## config.mk

```make
export PLATFORM = sky130hd
export DESIGN_NAME = soas_ctrl
export DESIGN_NICKNAME = d
export VERILOG_FILES = /design/src/sv/soas_pkg.sv /design/src/sv/soas_ctrl.sv
export SDC_FILE = /design/constraint.sdc
export NUM_CORES = 1
export LEC_CHECK = 0
export BUFFER_PORTS_ARGS = -buffer_cell sky130_fd_sc_hd__buf_4
export CAP_MARGIN = 30
export CORE_AREA = 4 4 41 43
export CTS_CLUSTER_SIZE = 40
export DETAILED_ROUTE_END_ITERATION = 10
export DIE_AREA = 0 0 45 47
export SLEW_MARGIN = 10
export SYNTH_ARGS = -nofsm -noshare
export SYNTH_HDL_FRONTEND = slang
export SYNTH_SLANG_ARGS = --single-unit
```

## constraint.sdc

```tcl
create_clock -name clk -period 3 [get_ports clk]
set_clock_uncertainty 0.1 [all_clocks]
set_input_delay 0.45 -clock clk [delete_from_list [all_inputs] [get_ports clk]]
set_output_delay 0.45 -clock clk [all_outputs]
set_load 0.05 [all_outputs]
```

## src/sv/soas_pkg.sv

```systemverilog
`timescale 1ns / 1ps
// Shared constants, types and codes for the second-order actuator step block.
package soas_pkg;

  // Channel bank size and the index width it needs (at most 32 channels fit the 5-bit field).
  localparam int CHANNELS = 24;
  localparam int CH_IDX_W = (CHANNELS > 1) ? $clog2(CHANNELS) : 1;

  // Field widths fixed by the item format.
  localparam int CH_W   = 5;
  localparam int POS_W  = 16;
  localparam int VEL_W  = 32;
  localparam int PAR_W  = 16;
  localparam int TS_W   = 19;

  // Time step after reset, in units of 2^-24 s.
  localparam logic [TS_W-1:0] TS_RESET = 19'd16777;

  // 2*pi in Q28.
  localparam logic [30:0] TWO_PI_Q28 = 31'd1686629713;

  // Internal datapath widths.
  localparam int OMEGA_W = 27;  // Q16 rad/s
  localparam int OM2_W   = 38;  // Q16
  localparam int KD_W    = 32;  // Q16
  localparam int ERR_W   = 17;  // Q4.12 difference
  localparam int SPR_W   = 44;  // Q16 spring term
  localparam int DAMP_W  = 49;  // Q16 damping term
  localparam int ACC_W   = 50;  // Q16 acceleration
  localparam int DVH_W   = 46;  // whole part of the velocity change
  localparam int DVL_W   = 19;  // fractional carry of the velocity change
  localparam int VSUM_W  = 48;
  localparam int DP_W    = 24;
  localparam int PSUM_W  = 25;

  // Item operation codes.
  localparam logic OPC_WRITE = 1'b0;
  localparam logic OPC_STEP  = 1'b1;

  typedef struct packed {
    logic                    op;
    logic [CH_W-1:0]         channel;
    logic signed [POS_W-1:0] target;
    logic signed [POS_W-1:0] lower_bound;
    logic signed [POS_W-1:0] upper_bound;
    logic [PAR_W-1:0]        natural_freq;
    logic [PAR_W-1:0]        damping_ratio;
  } in_item_t;

  typedef struct packed {
    logic [PAR_W-1:0]        damping_ratio;
    logic [PAR_W-1:0]        natural_freq;
    logic signed [POS_W-1:0] upper_bound;
    logic signed [POS_W-1:0] lower_bound;
  } chan_par_t;

  typedef enum logic [3:0] {
    ST_IDLE,
    ST_LOAD,
    ST_OMEGA,
    ST_OM2,
    ST_KD,
    ST_SPRING,
    ST_DAMP,
    ST_ACC,
    ST_DVH,
    ST_VEL,
    ST_DP,
    ST_POS,
    ST_FINISH
  } state_t;

  typedef enum logic [3:0] {
    DP_NOP,
    DP_LOAD,
    DP_OMEGA,
    DP_OM2,
    DP_KD,
    DP_SPRING,
    DP_DAMP,
    DP_ACC,
    DP_DVH,
    DP_VEL,
    DP_DP,
    DP_POS
  } dp_op_t;

  typedef struct packed {
    logic   take;
    dp_op_t op;
    logic   load_out;
  } ctrl_cmd_t;

  typedef struct packed {
    logic is_step;
    logic out_busy;
  } dp_stat_t;

endpackage

```

## src/sv/soas_ctrl.sv

```systemverilog
`timescale 1ns / 1ps
// Sequencer that walks one item through the datapath, at most one multiply per state.
module soas_ctrl (
  input  logic                 clk,
  input  logic                 rst_n,
  input  logic                 in_valid,
  output logic                 in_ready,
  input  soas_pkg::dp_stat_t   stat,
  output soas_pkg::ctrl_cmd_t  cmd
);
  import soas_pkg::*;

  state_t state_r;
  state_t state_nxt;

  always_ff @(posedge clk) begin
    if (!rst_n) begin
      state_r <= ST_IDLE;
    end else begin
      state_r <= state_nxt;
    end
  end

  always_comb begin
    state_nxt = state_r;
    case (state_r)
      ST_IDLE: begin
        if (in_valid) state_nxt = ST_LOAD;
      end
      ST_LOAD: begin
        state_nxt = stat.is_step ? ST_OMEGA : ST_FINISH;
      end
      ST_OMEGA:  state_nxt = ST_OM2;
      ST_OM2:    state_nxt = ST_KD;
      ST_KD:     state_nxt = ST_SPRING;
      ST_SPRING: state_nxt = ST_DAMP;
      ST_DAMP:   state_nxt = ST_ACC;
      ST_ACC:    state_nxt = ST_DVH;
      ST_DVH:    state_nxt = ST_VEL;
      ST_VEL:    state_nxt = ST_DP;
      ST_DP:     state_nxt = ST_POS;
      ST_POS:    state_nxt = ST_FINISH;
      ST_FINISH: begin
        if (!stat.out_busy) state_nxt = ST_IDLE;
      end
      default:   state_nxt = ST_IDLE;
    endcase
  end

  always_comb begin
    in_ready     = 1'b0;
    cmd.take     = 1'b0;
    cmd.op       = DP_NOP;
    cmd.load_out = 1'b0;
    case (state_r)
      ST_IDLE: begin
        in_ready = 1'b1;
        cmd.take = in_valid;
      end
      ST_LOAD:   cmd.op = DP_LOAD;
      ST_OMEGA:  cmd.op = DP_OMEGA;
      ST_OM2:    cmd.op = DP_OM2;
      ST_KD:     cmd.op = DP_KD;
      ST_SPRING: cmd.op = DP_SPRING;
      ST_DAMP:   cmd.op = DP_DAMP;
      ST_ACC:    cmd.op = DP_ACC;
      ST_DVH:    cmd.op = DP_DVH;
      ST_VEL:    cmd.op = DP_VEL;
      ST_DP:     cmd.op = DP_DP;
      ST_POS:    cmd.op = DP_POS;
      ST_FINISH: cmd.load_out = !stat.out_busy;
      default:   cmd.op = DP_NOP;
    endcase
  end

  // An accepted beat is always followed by the state-array read.
  a_take_then_load: assert property (@(posedge clk) disable iff (!rst_n)
    cmd.take |=> state_r == ST_LOAD)
    else $error("accepted item did not move to LOAD");

  // A result is never loaded over one that is still waiting.
  a_no_overwrite: assert property (@(posedge clk) disable iff (!rst_n)
    cmd.load_out |-> !stat.out_busy)
    else $error("result register overwritten while full");

  // A blocked result holds the sequencer in FINISH.
  a_hold_finish: assert property (@(posedge clk) disable iff (!rst_n)
    (state_r == ST_FINISH && stat.out_busy) |=> state_r == ST_FINISH)
    else $error("left FINISH with result register full");

endmodule

```

======== Word-level counts from Yosys, hierarchy flattened ========
Cells that the tools add are included.
word-level totals
  register bits after elaboration ......... 4
  input bits .............................. 5
  output and inout bits ................... 7
operators by class
  equal/unequal tests ..................... 14
  mux-type cells .......................... 8
  reductions and logical operators ........ 3
operator list
  operator                                              count
  one-hot mux 4 bit (13 select lines)                   1
  one-hot mux 4 bit (11 select lines)                   1
  equality test 4 bit (second input constant)           5
  equality test 4 x 3 -> 1 bit (second input constant)  4
  2-to-1 mux 4 bit                                      3
  equality test 4 x 2 -> 1 bit (second input constant)  2
  equality test 4 x 1 -> 1 bit (second input constant)  1
  zero test 4 bit                                       1
  inequality test 2 bit (second input constant)         2
  2-to-1 mux 1 bit                                      3
  AND reduction 2 bit                                   1
  zero test 1 bit                                       1

======== Logic depth before layout (Yosys ltp) ========
  depth after elaboration ................. 3
  depth in mapped cells ................... 4
  depth with buffers taken out ............ 3

======== Worst setup path after synthesis ========
OpenSTA, ideal clock, no wires.
  kind .................................... register to output
  start point ............................. register state_r[1]
  end point ............................... output port cmd[0] in the netlist's numbering
  data arrival time ....................... 2044 ps
  required time ........................... 2450 ps
  path slack .............................. 406 ps
  stages on the path, launching flop included .. 3
  path buffers ............................ 1
  cell sequence ........................... dfxtp_1 buf_2 nor4_1
RTL lines
  item                    line             RTL
  start, declared         soas_ctrl.sv:13  state_t state_r;
  start signal, assigned  soas_ctrl.sv:20  state_r <= state_nxt;
  end, declared           soas_ctrl.sv:9   output soas_pkg::ctrl_cmd_t cmd

==> out/results.tsv <==
stage	metric	value	unit
run_status	status	completed	
global_route	initial antenna violation count	0	
finish	Post-Layout Cell Count	60	
timing	max frequency	0.527	GHz
clocking	Clock transition at path regs	0.04	ns
pwr	Power Dens Cells	661	nW/um^2
timing	unrepaired setup endpoints after global routing	no	
global_route	global route total overflow	0	
job	total of max-cap violations	0	
critical_path	kind of critical path	flop to output port	
placement	post-placement cell area	344	sq um
route	routed via count	278	
finish	Regs by FF count	state_r: 4 flops	
finish	P&R area growth vs syn	33.8	%
clocking	cts hold-fix bufs	0	
critical_path	crit path max-delay cell type	dfxtp_1	
route	first drt pass iteration count	4	
synth	Syn Inst Count	35	
synth	Syn Area/Cell	7.83	sq um
route	Avg WL per Cell	9.97	um
clocking	Clock Latency Late Sink	0.23	ns
finish	Top reg by flops	state_r	
timing	final setup vio count	0	
synth	Seq/Total Area, Yosys	29.2	%
synth	synth unique cells	19	
finish	layout cells sized above 1	35.6	%
timing	crit share post-route	63.3	%
global_route	first-pass GRT wire length	931	um
critical_path	critical path's largest stage delay	0.42	ns
route	DR iter-0 viols	2	
route	DRC viols	0	
finish	Diodes inserted	0	
placement	DP Cell Count	57	
synth	Mapped Nets	40	
clocking	postcts setup bufs	0	
synth	FF+latch count, synth	4	
global_route	GRT Util Overall	6.24	%
timing	Least-Margin Pin Slew	0.403	ns
placement	GPL Wtd Cong	0.641	
clocking	clock tree sinks	4	
global_route	largest net degree at the start of global routing	13	
clocking	CTS resizes	0	
synth	Mapped Area	274	sq um
clocking	H-Tree Depth	1	
synth	Area contributors post-synth	dfxtp_1 29%, a21oi_1 9.1%, buf_6 8.2%	
floorplanning	Initial Utilization	21.1	%
route	routed vias/inst	4.63	
finish	Layout Nets	52	
timing	Final Hold Viols	0	
floorplanning	total core area	1300	sq um
critical_path	CP Buf/Inv Count	1	
critical_path	CP Data Arrival Time	1.35	ns
floorplanning	Die W	45	um
clocking	clock buffer count from CTS	3	
route	drt total wl	598	um
critical_path	kind of cell adding the most delay to the critical path	simple AND/OR/NAND/NOR gates	
critical_path	CP max FO	12	
finish	max reg flops	4	
pwr	Peak VDD IR	0.192	mV
placement	IO Port Bufs	11	
timing	setup TNS	0	ns
placement	Final HPWL DP	442	um
floorplanning	Rows	13	
finish	Util after Layout	28.2	%
timing	Slew Viols, Final	0	
worst_hold_path	Hold Crit Class	primary input to flop	
pwr	cell leakage power	0.000153	uW
floorplanning	Die ar.	2120	sq um
synth	Synth area leader	dfxtp_1	
floorplanning	I/O pin count	12	
clocking	Max clock buf depth	2	
critical_path	critical-path cell list	nor4_2 -> and2_1 -> buf_4	
critical_path	endpoint class of the critical path	output port	
critical_path	Startpoint Class	flop	
clocking	Root Driver	clkbuf_4	
timing	crit path time final	1.90	ns
floorplanning	Die Y-Extent	47	um
synth	synth warn	0	
route	post-route ant nets	0	
global_route	vias in the first global route	222	
clocking	CTS tree	yes	
finish	cell area after layout	367	sq um
critical_path	critical path required time	2.45	ns
synth	top cell type's share of synthesized area	29.2	%
timing	Slew HR	73.1	%
## per-stage QoR
step / hold WS (ns) / setup WS, ns / power [uW]
finish: 0.410 / 1.10 / 242
global route: 0.415 / 1.00 / 254
CTS: 0.398 / 1.09 / 246
detailed placement: 0.484 / 1.34 / 177
global placement: 0.483 / 1.36 / 177
floorplan: 0.471 / 0.406 / 154
## power breakdown
part / switching (uW) / internal (uW) / total [uW]
clock network: 21.6 / 44.7 / 66.3
logic: 63.8 / 35.7 / 99.5
registers: 16.7 / 59.8 / 76.5
total: 102 / 140 / 242
## kinds of logic after synthesis
group,Yosys count,synth area share [%]
flip-flops,4,29.2
buffers and inverters,5,12.8
AND/OR/NAND/NOR,18,40.6
AO/OA/AOI/OAI,8,17.4
## worst paths after layout
check                                              from                       to  slack (ns)  depth (start not counted)
worst max-delay path            state_r[1]$_SDFFE_PN0P_                   cmd[5]        1.10                          3
worst min-delay path                              rst_n  state_r[2]$_SDFFE_PN0P_        0.41                          3
worst max register to register  state_r[1]$_SDFFE_PN0P_  state_r[3]$_SDFFE_PN0P_        1.75                          3
worst min register to register  state_r[2]$_SDFFE_PN0P_  state_r[2]$_SDFFE_PN0P_        0.51                          2
## layout by cell type (no fill, tap or decap)
| cell | synthesis | final |
|---|---|---|
| nand2_1 | 4 | 4 |
| and2_1 | 3 | 3 |
| clkbuf_4 | 0 | 3 |
| or3_1 | 1 | 1 |
| o22ai_1 | 1 | 1 |
| nor4_1 | 2 | 2 |
| a311oi_1 | 1 | 1 |
| nor2_1 | 2 | 2 |
| nor3_1 | 2 | 2 |
| nor2b_1 | 1 | 1 |
| nor4_2 | 1 | 1 |
| a21oi_1 | 5 | 5 |
| nor3b_1 | 1 | 1 |
| dfxtp_1 | 4 | 4 |
| a211oi_1 | 1 | 1 |
| buf_4 | 0 | 11 |
| nor4b_2 | 1 | 1 |
| inv_1 | 1 | 1 |
## cells in the mapped netlist (all sizes together)
cell type  instances
buf                3
inv                1
nor4b              1
or3                1
nor3b              1
nor4               3
nor2b              1
clkbuf             1
o22ai              1
a211oi             1
a311oi             1
and2               3
a21oi              5
nor3               2
nand2              4
dfxtp              4
nor2               2
## layout make-up
| class | instances | area [sq um] |
|---|---|---|
| well taps | 15 | 18.8 |
| repair buffers | 11 | 82.6 |
| clock buffers | 3 | 22.5 |
| multi-input cells | 26 | 159 |
| fillers | 146 | 935 |
| inverters | 1 | 3.75 |
| flip-flops and latches | 4 | 80.1 |
## metal layers
metal,track usage [%],wire length [um],vias up
li1,-,-,148
met1,8.18,287,116
met2,7.63,241,14
met3,3.83,69,0
met4,3.51,0,0
met5,0,0,-
## tightest hold or removal path, cell delays in order
cell and delay [ns]:
buf_4 0.12, nand2_1 0.05, o22ai_1 0.06
Power figures use the tool's default switching activity.
